--- config.mk ---
export PLATFORM = sky130hd
export DESIGN_NAME = led_strip_gaussian_color_drift_unit
export DESIGN_NICKNAME = d
export VERILOG_FILES = /design/src/sv/lsgcd_pkg.sv /design/src/sv/lsgcd_serial_mult.sv /design/src/sv/lsgcd_channel_store.sv /design/src/sv/led_strip_gaussian_color_drift_unit.sv
export SDC_FILE = /design/constraint.sdc
export NUM_CORES = 2
export LEC_CHECK = 0
export BUFFER_PORTS_ARGS = -buffer_cell sky130_fd_sc_hd__buf_4
export CAP_MARGIN = 20
export CORE_MARGIN = 10
export CORE_UTILIZATION = 35
export CTS_CLUSTER_SIZE = 20
export DETAILED_ROUTE_END_ITERATION = 7
export PLACE_DENSITY = 0.46
export SLEW_MARGIN = 40
export SYNTH_ARGS = -nofsm -noshare
export SYNTH_HDL_FRONTEND = slang
export SYNTH_MEMORY_MAX_BITS = 65536
export SYNTH_SLANG_ARGS = --single-unit
--- constraint.sdc ---
create_clock -name i_clk -period 11.45 [get_ports i_clk]
set_input_delay 2.29 -clock i_clk [delete_from_list [all_inputs] [get_ports i_clk]]
set_output_delay 2.29 -clock i_clk [all_outputs]
set_load 0.01 [all_outputs]
--- src/sv/lsgcd_pkg.sv ---
package lsgcd_pkg;

    // field and datapath widths
    localparam int LedIdxW   = 6;
    localparam int LedSlots  = 64;
    localparam int ColorW    = 8;
    localparam int ChanW     = 24;
    localparam int NumChan   = 3;
    localparam int RateW     = 24;
    localparam int McandW    = 32;
    localparam int MulBits   = 24;
    localparam int ProdW     = McandW + MulBits;
    localparam int WeightW   = 17;
    localparam int WMaxDist  = 32;
    localparam int CfgIdxW   = 1;

    // rate register defaults
    localparam logic [RateW-1:0] EffectRateRst = 24'd83886;
    localparam logic [RateW-1:0] DecayRateRst  = 24'd1678;

    // configuration register indexes
    localparam logic [CfgIdxW-1:0] CfgEffectRate = 1'b0;
    localparam logic [CfgIdxW-1:0] CfgDecayRate  = 1'b1;

    typedef logic [ChanW-1:0] t_chan;
    typedef logic [NumChan-1:0][ChanW-1:0] t_row;
    typedef logic [WMaxDist:0][WeightW-1:0] t_wtab;

    typedef enum logic [2:0] {
        S_IDLE,
        S_START,
        S_COEF,
        S_PULL_GO,
        S_PULL,
        S_DECAY_GO,
        S_DECAY,
        S_EMIT
    } t_state;

    // request to the serial multiplier
    typedef struct packed {
        logic              start;
        logic [McandW-1:0] mcand;
        logic [MulBits-1:0] mplier;
    } t_mul_req;

    // channel store access
    typedef struct packed {
        logic               rd_en;
        logic               wr_en;
        logic [LedIdxW-1:0] addr;
        t_row               wdata;
    } t_store_ctl;

    // restoring division, used only while building the weight table
    function automatic logic [63:0] udiv64(input logic [63:0] num, input logic [63:0] den);
        logic [63:0] q;
        logic [64:0] rem;
        q   = '0;
        rem = '0;
        for (int i = 63; i >= 0; i--) begin
            rem = {rem[63:0], num[i]};
            if (rem >= {1'b0, den}) begin
                rem  = rem - {1'b0, den};
                q[i] = 1'b1;
            end
        end
        return q;
    endfunction

    // gaussian weight per ring distance in q16, base exp(-1/(2*s^2)) in q31
    function automatic t_wtab build_weights(input int unsigned spr);
        logic [63:0] s;
        logic [63:0] twos2;
        logic [63:0] term;
        logic [63:0] sum;
        logic [63:0] v;
        t_wtab       tab;
        s     = 64'(spr);
        twos2 = 64'd2 * s * s;
        term  = 64'h8000_0000;
        sum   = 64'h8000_0000;
        v     = 64'h8000_0000;
        for (int k = 1; k < 24; k++) begin
            term = udiv64(term, 64'(k) * twos2);
            if ((k % 2) == 1) begin
                sum = sum - term;
            end else begin
                sum = sum + term;
            end
        end
        for (int d = 0; d <= WMaxDist; d++) begin
            tab[d] = WeightW'((udiv64(v, s) + 64'h4000) >> 15);
            for (int r = 0; r < 2 * d + 1; r++) begin
                v = (v * sum + 64'h4000_0000) >> 31;
            end
        end
        return tab;
    endfunction

endpackage

--- src/sv/lsgcd_serial_mult.sv ---
module lsgcd_serial_mult (
    input  logic                           i_clk,
    input  logic                           i_rst_n,
    input  lsgcd_pkg::t_mul_req            i_req,
    output logic                           o_done,
    output logic [lsgcd_pkg::ProdW-1:0]    o_product
);

    localparam int CntW = $clog2(lsgcd_pkg::MulBits);

    logic                             r_busy;
    logic                             r_done;
    logic [CntW-1:0]                  r_cnt;
    logic [lsgcd_pkg::McandW-1:0]     r_mcand;
    logic [lsgcd_pkg::McandW-1:0]     r_hi;
    logic [lsgcd_pkg::MulBits-1:0]    r_lo;
    logic [lsgcd_pkg::McandW:0]       s_sum;

    // add the multiplicand when the low multiplier bit is set
    assign s_sum = {1'b0, r_hi} + (r_lo[0] ? {1'b0, r_mcand} : '0);

    // control: one multiplier bit per cycle
    always_ff @(posedge i_clk) begin
        if (!i_rst_n) begin
            r_busy <= 1'b0;
            r_done <= 1'b0;
            r_cnt  <= '0;
        end else if (i_req.start) begin
            r_busy <= 1'b1;
            r_done <= 1'b0;
            r_cnt  <= '0;
        end else if (r_busy) begin
            r_cnt <= r_cnt + 1'b1;
            if (r_cnt == CntW'(lsgcd_pkg::MulBits - 1)) begin
                r_busy <= 1'b0;
                r_done <= 1'b1;
            end
        end else begin
            r_done <= 1'b0;
        end
    end

    // shift-add product register
    always_ff @(posedge i_clk) begin
        if (i_req.start) begin
            r_mcand <= i_req.mcand;
            r_hi    <= '0;
            r_lo    <= i_req.mplier;
        end else if (r_busy) begin
            r_hi <= s_sum[lsgcd_pkg::McandW:1];
            r_lo <= {s_sum[0], r_lo[lsgcd_pkg::MulBits-1:1]};
        end
    end

    assign o_done    = r_done;
    assign o_product = {r_hi, r_lo};

endmodule

--- src/sv/lsgcd_channel_store.sv ---
module lsgcd_channel_store (
    input  logic                    i_clk,
    input  logic                    i_rst_n,
    input  lsgcd_pkg::t_store_ctl   i_ctl,
    output lsgcd_pkg::t_row         o_rdata
);

    lsgcd_pkg::t_row                    r_mem [lsgcd_pkg::LedSlots];
    logic [lsgcd_pkg::LedSlots-1:0]     r_valid;
    lsgcd_pkg::t_row                    r_rdata;
    logic                               r_rvalid;

    // row memory, registered read
    always_ff @(posedge i_clk) begin
        if (i_ctl.wr_en) begin
            r_mem[i_ctl.addr] <= i_ctl.wdata;
        end
        if (i_ctl.rd_en) begin
            r_rdata <= r_mem[i_ctl.addr];
        end
    end

    // written marks, an unwritten row reads as black
    always_ff @(posedge i_clk) begin
        if (!i_rst_n) begin
            r_valid  <= '0;
            r_rvalid <= 1'b0;
        end else begin
            if (i_ctl.wr_en) begin
                r_valid[i_ctl.addr] <= 1'b1;
            end
            if (i_ctl.rd_en) begin
                r_rvalid <= r_valid[i_ctl.addr];
            end
        end
    end

    assign o_rdata = r_rvalid ? r_rdata : '0;

endmodule

--- src/sv/led_strip_gaussian_color_drift_unit.sv ---
// one input word is a frame tick; one result word per LED comes out, in index order
// a shared bit-serial shift-add multiplier runs seven products per LED, and the LEDs are
// handled one after another, each result registered once its products are done and the output is free;
// no new word is taken while a frame is in progress; the next word
// is taken as soon as the last result of a frame is registered
// synchronous active-low reset: all LEDs black, goal zero, rate registers to defaults
module led_strip_gaussian_color_drift_unit #(
    parameter int LED_COUNT = 60,
    parameter int SPREAD    = 4
) (
    input  logic                                i_clk,
    input  logic                                i_rst_n,
    // frame tick
    input  logic                                i_valid,
    output logic                                o_ready,
    input  logic                                i_new_goal,
    input  logic [lsgcd_pkg::LedIdxW-1:0]       i_goal_position,
    input  logic [lsgcd_pkg::ColorW-1:0]        i_goal_red,
    input  logic [lsgcd_pkg::ColorW-1:0]        i_goal_green,
    input  logic [lsgcd_pkg::ColorW-1:0]        i_goal_blue,
    // per-LED results
    output logic                                o_valid,
    input  logic                                i_ready,
    output logic [lsgcd_pkg::LedIdxW-1:0]       o_led_index,
    output logic [lsgcd_pkg::ColorW-1:0]        o_red,
    output logic [lsgcd_pkg::ColorW-1:0]        o_green,
    output logic [lsgcd_pkg::ColorW-1:0]        o_blue,
    output logic                                o_last_led,
    // configuration writes
    input  logic                                i_cfg_we,
    input  logic [lsgcd_pkg::CfgIdxW-1:0]       i_cfg_index,
    input  logic [lsgcd_pkg::RateW-1:0]         i_cfg_data
);

    localparam int Nled = (LED_COUNT < 1) ? 1 : ((LED_COUNT > 64) ? 64 : LED_COUNT);
    localparam int unsigned Spr = (SPREAD < 1) ? 1 : ((SPREAD > 16) ? 16 : SPREAD);
    localparam int DistW = lsgcd_pkg::LedIdxW + 1;
    localparam logic [DistW-1:0] NledW = DistW'(Nled);
    localparam logic [lsgcd_pkg::LedIdxW-1:0] LastIdx = lsgcd_pkg::LedIdxW'(Nled - 1);
    localparam lsgcd_pkg::t_wtab WeightTab = lsgcd_pkg::build_weights(Spr);

    lsgcd_pkg::t_state                      r_state;
    lsgcd_pkg::t_state                      n_state;
    logic [lsgcd_pkg::LedIdxW-1:0]          r_led;
    logic [1:0]                             r_chan;
    logic [lsgcd_pkg::LedIdxW-1:0]          r_goal_center;
    logic [lsgcd_pkg::NumChan-1:0][lsgcd_pkg::ColorW-1:0] r_goal_rgb;
    logic [lsgcd_pkg::RateW-1:0]            r_eff;
    logic [lsgcd_pkg::RateW-1:0]            r_dec;
    logic [lsgcd_pkg::McandW-1:0]           r_coef;
    lsgcd_pkg::t_row                        r_row;
    lsgcd_pkg::t_chan                       r_cval;
    logic                                   r_out_valid;
    logic [lsgcd_pkg::LedIdxW-1:0]          r_out_idx;
    logic [lsgcd_pkg::ColorW-1:0]           r_out_red;
    logic [lsgcd_pkg::ColorW-1:0]           r_out_green;
    logic [lsgcd_pkg::ColorW-1:0]           r_out_blue;
    logic                                   r_out_last;

    lsgcd_pkg::t_mul_req                    s_mul_req;
    logic                                   s_mul_done;
    logic [lsgcd_pkg::ProdW-1:0]            s_prod;
    lsgcd_pkg::t_store_ctl                  s_store_ctl;
    lsgcd_pkg::t_row                        s_store_rdata;
    logic                                   s_out_free;
    logic                                   s_out_load;
    logic                                   s_accept;
    logic [lsgcd_pkg::LedIdxW-1:0]          s_diff_idx;
    logic [DistW-1:0]                       s_wrap;
    logic [DistW-1:0]                       s_dist;
    logic [lsgcd_pkg::LedIdxW-1:0]          s_widx;
    logic [lsgcd_pkg::WeightW-1:0]          s_weight;
    lsgcd_pkg::t_chan                       s_cur;
    lsgcd_pkg::t_chan                       s_target;
    logic                                   s_up;
    lsgcd_pkg::t_chan                       s_absdiff;
    lsgcd_pkg::t_chan                       s_amt;
    lsgcd_pkg::t_chan                       s_pulled;
    lsgcd_pkg::t_chan                       s_decayed;

    lsgcd_serial_mult u_mult (
        .i_clk      (i_clk),
        .i_rst_n    (i_rst_n),
        .i_req      (s_mul_req),
        .o_done     (s_mul_done),
        .o_product  (s_prod)
    );

    lsgcd_channel_store u_store (
        .i_clk      (i_clk),
        .i_rst_n    (i_rst_n),
        .i_ctl      (s_store_ctl),
        .o_rdata    (s_store_rdata)
    );

    // ring distance to the goal and weight lookup
    assign s_diff_idx = (r_led > r_goal_center) ? (r_led - r_goal_center)
                                                : (r_goal_center - r_led);
    assign s_wrap     = NledW - {1'b0, s_diff_idx};
    assign s_dist     = (s_wrap < {1'b0, s_diff_idx}) ? s_wrap : {1'b0, s_diff_idx};
    assign s_widx     = (s_dist > DistW'(lsgcd_pkg::WMaxDist))
                      ? lsgcd_pkg::LedIdxW'(lsgcd_pkg::WMaxDist)
                      : s_dist[lsgcd_pkg::LedIdxW-1:0];
    assign s_weight   = WeightTab[s_widx];

    // pull toward goal, then decay
    assign s_cur      = r_row[r_chan];
    assign s_target   = {r_goal_rgb[r_chan], 16'h0000};
    assign s_up       = (s_target >= s_cur);
    assign s_absdiff  = s_up ? (s_target - s_cur) : (s_cur - s_target);
    assign s_amt      = s_prod[lsgcd_pkg::ProdW-1:lsgcd_pkg::McandW];
    assign s_pulled   = s_up ? (s_cur + s_amt) : (s_cur - s_amt);
    assign s_decayed  = r_cval - s_prod[2*lsgcd_pkg::ChanW-1:lsgcd_pkg::ChanW];

    assign s_out_free = !r_out_valid || i_ready;
    assign s_accept   = i_valid && o_ready;

    // next state
    always_comb begin
        n_state = r_state;
        case (r_state)
            lsgcd_pkg::S_IDLE: begin
                if (i_valid) n_state = lsgcd_pkg::S_START;
            end
            lsgcd_pkg::S_START: begin
                n_state = lsgcd_pkg::S_COEF;
            end
            lsgcd_pkg::S_COEF: begin
                if (s_mul_done) n_state = lsgcd_pkg::S_PULL_GO;
            end
            lsgcd_pkg::S_PULL_GO: begin
                n_state = lsgcd_pkg::S_PULL;
            end
            lsgcd_pkg::S_PULL: begin
                if (s_mul_done) n_state = lsgcd_pkg::S_DECAY_GO;
            end
            lsgcd_pkg::S_DECAY_GO: begin
                n_state = lsgcd_pkg::S_DECAY;
            end
            lsgcd_pkg::S_DECAY: begin
                if (s_mul_done) begin
                    n_state = (r_chan == 2'(lsgcd_pkg::NumChan - 1))
                            ? lsgcd_pkg::S_EMIT : lsgcd_pkg::S_PULL_GO;
                end
            end
            lsgcd_pkg::S_EMIT: begin
                if (s_out_free) begin
                    n_state = (r_led == LastIdx) ? lsgcd_pkg::S_IDLE : lsgcd_pkg::S_START;
                end
            end
            default: begin
                n_state = lsgcd_pkg::S_IDLE;
            end
        endcase
    end

    // state outputs: multiplier requests, store access, result load
    always_comb begin
        o_ready           = 1'b0;
        s_mul_req         = '0;
        s_store_ctl       = '0;
        s_store_ctl.addr  = r_led;
        s_store_ctl.wdata = r_row;
        s_out_load        = 1'b0;
        case (r_state)
            lsgcd_pkg::S_IDLE: begin
                o_ready = 1'b1;
            end
            lsgcd_pkg::S_START: begin
                s_mul_req.start   = 1'b1;
                s_mul_req.mcand   = lsgcd_pkg::McandW'(s_weight);
                s_mul_req.mplier  = r_eff;
                s_store_ctl.rd_en = 1'b1;
            end
            lsgcd_pkg::S_PULL_GO: begin
                s_mul_req.start  = 1'b1;
                s_mul_req.mcand  = r_coef;
                s_mul_req.mplier = s_absdiff;
            end
            lsgcd_pkg::S_DECAY_GO: begin
                s_mul_req.start  = 1'b1;
                s_mul_req.mcand  = lsgcd_pkg::McandW'(r_cval);
                s_mul_req.mplier = r_dec;
            end
            lsgcd_pkg::S_EMIT: begin
                s_store_ctl.wr_en = s_out_free;
                s_out_load        = s_out_free;
            end
            default: begin
            end
        endcase
    end

    // control registers
    always_ff @(posedge i_clk) begin
        if (!i_rst_n) begin
            r_state       <= lsgcd_pkg::S_IDLE;
            r_led         <= '0;
            r_chan        <= '0;
            r_goal_center <= '0;
            r_goal_rgb    <= '0;
            r_eff         <= lsgcd_pkg::EffectRateRst;
            r_dec         <= lsgcd_pkg::DecayRateRst;
            r_out_valid   <= 1'b0;
        end else begin
            r_state <= n_state;

            // configuration writes
            if (i_cfg_we) begin
                case (i_cfg_index)
                    lsgcd_pkg::CfgEffectRate: r_eff <= i_cfg_data;
                    lsgcd_pkg::CfgDecayRate:  r_dec <= i_cfg_data;
                    default: begin
                    end
                endcase
            end

            // frame start, goal load with saturation to the last LED
            if (s_accept) begin
                r_led <= '0;
                if (i_new_goal) begin
                    r_goal_center <= ({1'b0, i_goal_position} >= NledW) ? LastIdx
                                                                        : i_goal_position;
                    r_goal_rgb    <= {i_goal_blue, i_goal_green, i_goal_red};
                end
            end

            // channel walk
            if (r_state == lsgcd_pkg::S_COEF && s_mul_done) begin
                r_chan <= '0;
            end
            if (r_state == lsgcd_pkg::S_DECAY && s_mul_done
                    && r_chan != 2'(lsgcd_pkg::NumChan - 1)) begin
                r_chan <= r_chan + 1'b1;
            end

            // LED walk
            if (r_state == lsgcd_pkg::S_EMIT && s_out_free && r_led != LastIdx) begin
                r_led <= r_led + 1'b1;
            end

            // result register
            if (s_out_load) begin
                r_out_valid <= 1'b1;
            end else if (i_ready) begin
                r_out_valid <= 1'b0;
            end
        end
    end

    // datapath registers
    always_ff @(posedge i_clk) begin
        if (r_state == lsgcd_pkg::S_COEF && s_mul_done) begin
            r_coef <= s_prod[lsgcd_pkg::McandW+7:8];
            r_row  <= s_store_rdata;
        end
        if (r_state == lsgcd_pkg::S_PULL && s_mul_done) begin
            r_cval <= s_pulled;
        end
        if (r_state == lsgcd_pkg::S_DECAY && s_mul_done) begin
            r_row[r_chan] <= s_decayed;
        end
        if (s_out_load) begin
            r_out_idx   <= r_led;
            r_out_red   <= r_row[0][lsgcd_pkg::ChanW-1:16];
            r_out_green <= r_row[1][lsgcd_pkg::ChanW-1:16];
            r_out_blue  <= r_row[2][lsgcd_pkg::ChanW-1:16];
            r_out_last  <= (r_led == LastIdx);
        end
    end

    assign o_valid     = r_out_valid;
    assign o_led_index = r_out_idx;
    assign o_red       = r_out_red;
    assign o_green     = r_out_green;
    assign o_blue      = r_out_blue;
    assign o_last_led  = r_out_last;

    // an accepted word always starts the LED walk
    a_accept_starts: assert property (@(posedge i_clk) disable iff (!i_rst_n)
        s_accept |=> (r_state == lsgcd_pkg::S_START))
        else $error("accepted word did not start the LED walk");

    // the last LED of a frame returns the block to idle
    a_last_to_idle: assert property (@(posedge i_clk) disable iff (!i_rst_n)
        (s_out_load && r_led == LastIdx) |=> (r_state == lsgcd_pkg::S_IDLE))
        else $error("block not idle after last LED result");

    // a product only completes while the sequencer waits for it
    a_done_in_wait: assert property (@(posedge i_clk) disable iff (!i_rst_n)
        s_mul_done |-> (r_state == lsgcd_pkg::S_COEF || r_state == lsgcd_pkg::S_PULL
                        || r_state == lsgcd_pkg::S_DECAY))
        else $error("multiplier finished outside a wait state");

endmodule

==> out/qor.txt <==
Status - complete, no violations
Full die area - 0.571 mm2
Worst setup path start - r_chan[0]
Psw - 0.00878 W
Reg2reg path depth - 21
Core area - 0.540 mm2
Yosys synthesis warning count - 0
Crit path launch type - flip-flop
Vias in the first global route - 113508
Critical path fanouts, max - 26
Endpoints failing hold - 0
Final setup vio count - 0
Final min period - 6.91 ns
Number of CTS-inserted buffers - 550
GRT Total Usage - 24.5%
# DRC - 0
Cell taking the most area after synthesis - edfxtp_1
Deepest clock path buffer count - 4
Total internal power - 0.0303 W
Layout net count - 11725
Cell Rows - 270
CP required - 12.28 ns
Vias - 116794
Per-cell routed wire length - 38.0 um
Final Routed Wirelength - 728000 um
Layout area overhead - 15.7%
Post-CTS sizing - 0
Share of layout cells above drive strength 1 - 12.5%
Synthesized flop and latch total - 5089
TNS Setup - 0 ns
Worst vdd ir - 0.000170 V
Crit path DAT - 7.73 ns
H-tree depth - 6
Worst hold path class - flip-flop to flip-flop
CTS sink cnt - 5089
Top-area cell type share of the netlist area - 76.5%
# IOs - 94
Rel. slew slack - 33.6%
Setup Fix Bufs, Post-CTS - 0
Initial core utilization - 35.1%
Register Area - 0.150 mm2
Seq/Total Area, Yosys - 79.3%
Sequential power share - 52.0%
CTS tree - built
Vias/cell - 6.09
Max cap viols - 0
DRT Pass-1 Iters - 6
Synth Flop Type - edfxtp_1
Width of the die - 756 um
Count of final max-slew check failures - 0
Fmax - 145 MHz
Clock skew - 0.0348 ns
Clock power share - 43.7%
Initial antenna violation count - 42
Final instance area - 0.219 mm2
Library cells used by synthesis - 91
Reg clk slew, reported paths - 0.06 ns
Critical path class - flip-flop to flip-flop
Worst path depth - 21
First-pass GRT wire length - 985000 um
Post-detail-place hpwl - 403000 um
Tcrit/Tclk final - 60.3%
DRT iter0 DRCs - 16501
Worst flop-to-flop path endpoint - r_cval[22]
Fill count - 48403
CP delay by family, top - compound AO/OA/AOI/OAI gates
Max incr delay on CP - 0.72 ns
ANT nets after route - 0
Pwr/cell area - 178 mW/mm2
Post-synth EDFFs - 4823
Slowest CP cell - dfxtp_4
CP Cell Sequence - buf_4 -> mux2i_1 -> o2bb2ai_1 -> or4_4 -> or4_4 -> nor2_2 -> o221ai_2 -> a41o_1 -> nand2_1 -> o21ai_0 -> fa_1 -> a21o_1 -> a21o_1 -> a21oi_1 -> o21ai_0 -> a41oi_1 -> a211oi_1 -> a41o_1 -> a211o_1 -> a21oi_1 -> xnor2_1
Worst setup margin - 4.54 ns
CP endpoint - r_cval[22]
Cells after synthesis - 11170
Top post-synthesis cells by area - edfxtp_1, a22oi_1, dfxtp_1
Unrepaired setup endpoints after global routing - no
Mapped Area - 0.189 mm2
Placer's final routability congestion estimate - 0.862
Combinational Power Share - 4.3%
Placement Setup Slack - 4.67 ns
CP bufs+invs - 1
Worst skew pair latency - 1.09 ns
RR Startpoint - r_chan[0]
Root Buffer Master - clkbuf_16
Worst-Margin Slew - 0.996 ns
Avg Inst Size Synth - 17.0 um2
Crit end category - flip-flop
Leak - 77.1 nW
Fraction of registers with async set/reset - 0%
Footprint of the multi-input gates - 0.0371 mm2
Gr ovfl total - 0
Buffers on Ports - 93
Synthesized Nets - 11358
Hold buffer count at CTS - 0
Largest net degree at the start of global routing - 107
Die H - 756 um
Post-DP Area - 0.202 mm2
Sw Ratio - 22.4%
R2r setup slk - 4.54 ns
-- registers in the layout, summed over array words and instances, names as in the netlist, 8 cells and up --
signal           flops
u_mult.r_mcand      32
r_cval              24
u_store.r_valid     64
r_eff               24
o_red                8
o_blue               8
u_store.r_rdata     72
r_goal_rgb          24
o_green              8
u_mult.r_hi         32
r_coef              32
u_store.r_mem     4608
r_dec               24
u_mult.r_lo         24
r_row               72
-- cell type report --
class                           count  area share (%)
Sequential cell                  5089            68.6
Multi-Input combinational cell   5273            16.9
Clock buffer                      691            6.70
Tap cell                         7208            4.11
Timing Repair Buffer              528            2.47
Clock inverter                    282            1.04
Inverter                           95           0.170
Antenna cell                       19          0.0217
-- power by group through the flow --
stage | clock network [W] | registers (W) | logic (W)
2_1_floorplan | 0 | 0.0206 | 0.000980
3_3_place_gp | 0 | 0.0207 | 0.00163
3_5_place_dp | 0 | 0.0207 | 0.00163
4_1_cts | 0.0173 | 0.0203 | 0.00165
5_1_grt | 0.0180 | 0.0203 | 0.00179
6_report | 0.0171 | 0.0203 | 0.00168
-- worst min path at each step --
| stage | start | to | slack (ns) | cells past startpoint |
|---|---|---|---|---|
| after global placement | r_row[31] | u_store.r_mem[9][31] | 0.45 | 0 |
| after detailed placement | r_goal_rgb[9] | r_goal_rgb[9] | 0.45 | 2 |
| final | r_goal_rgb[9] | r_goal_rgb[9] | 0.46 | 2 |
| after floorplan | r_eff[0] | r_eff[0] | 0.43 | 2 |
| after global routing | r_goal_rgb[9] | r_goal_rgb[9] | 0.47 | 2 |
| after CTS | r_goal_rgb[9] | r_goal_rgb[9] | 0.46 | 2 |
-- synthesized netlist by cell type, types with 121 or more instances --
cell type,instances
a21oi_1,301
dfxtp_1,266
nand2_1,482
nor2_1,339
ha_1,121
a221oi_1,180
edfxtp_1,4823
a22o_1,209
a41oi_1,273
a31oi_1,191
a22oi_1,2001
o21ai_0,144
nand3_1,195
nand4_1,150
clkbuf_1,581
-- kinds of logic (layout without fill, tap and decap cells) --
| logic type | count (synthesis) | count (layout) | share of synthesized area (%) |
|---|---|---|---|
| AND/OR/NAND/NOR | 1435 | 1435 | 3.54 |
| adder cells (fa/ha/maj) | 127 | 127 | 0.863 |
| multiplexers | 65 | 65 | 0.349 |
| other | 0 | 19 | 0 |
| flip-flops | 5089 | 5089 | 79.3 |
| XOR/XNOR | 112 | 112 | 0.529 |
| AO/OA/AOI/OAI | 3534 | 3534 | 13.8 |
| buffers and inverters | 808 | 1596 | 1.63 |
-- cell usage in the layout, fill, tap and decap left out, types with 22 or more instances in the layout --
master,netlist,final
inv_6,0,22
clkinv_1,2,126
xnor2_1,70,61
inv_1,90,86
a41oi_1,273,273
a222oi_1,22,22
xor2_1,40,31
ha_1,121,121
nand4_1,150,150
nand3_1,195,185
o211ai_1,23,23
o21ai_0,144,142
buf_6,5,42
a31oi_1,191,191
edfxtp_1,4823,4823
dfxtp_2,0,52
nor4_1,73,67
nor2_1,339,269
a221oi_1,180,180
a21o_1,38,38
mux2i_1,58,56
clkbuf_1,581,117
clkbuf_16,0,563
a22o_1,209,209
and2_1,46,45
a22oi_1,2001,2001
nand2_1,482,473
clkinv_2,0,85
nor2_4,0,69
buf_4,0,389
dfxtp_1,266,199
a21oi_1,301,301
buf_12,0,65
nor3_1,47,37
-- worst reg2reg max path, cell delays in order (launching register included) --
cell,delay [ns]
dfxtp_4,0.72
buf_4,0.55
mux2i_1,0.35
o2bb2ai_1,0.22
or4_4,0.62
or4_4,0.55
nor2_2,0.21
o221ai_2,0.14
a41o_1,0.31
nand2_1,0.11
o21ai_0,0.16
fa_1,0.47
a21o_1,0.19
a21o_1,0.21
a21oi_1,0.22
o21ai_0,0.19
a41oi_1,0.32
a211oi_1,0.19
a41o_1,0.35
a211o_1,0.29
a21oi_1,0.19
xnor2_1,0.09
-- routing by layer --
metal	GRT usage (%)	part of all wire, %	vias up
met2	38.9	46	6492
met1	33.9	41	62022
met5	0	0.016	-
li1	-	-	47105
met4	8.11	3.6	16
met3	4.77	9.1	1159
-- metrics by stage --
stage / hold slack, ns / total power [W] / util (%) / std cells
6_report: 0.457 / 0.0391 / 40.6 / 19185
5_1_grt: 0.471 / 0.0402 / 40.6 / 19169
4_1_cts: 0.458 / 0.0393 / 40.5 / 19153
3_5_place_dp: 0.450 / 0.0224 / 37.4 / 18180
3_3_place_gp: 0.446 / 0.0224 / 37.2 / 18145
2_1_floorplan: 0.433 / 0.0216 / - / 11170
Power figures use the tool's default switching activity.
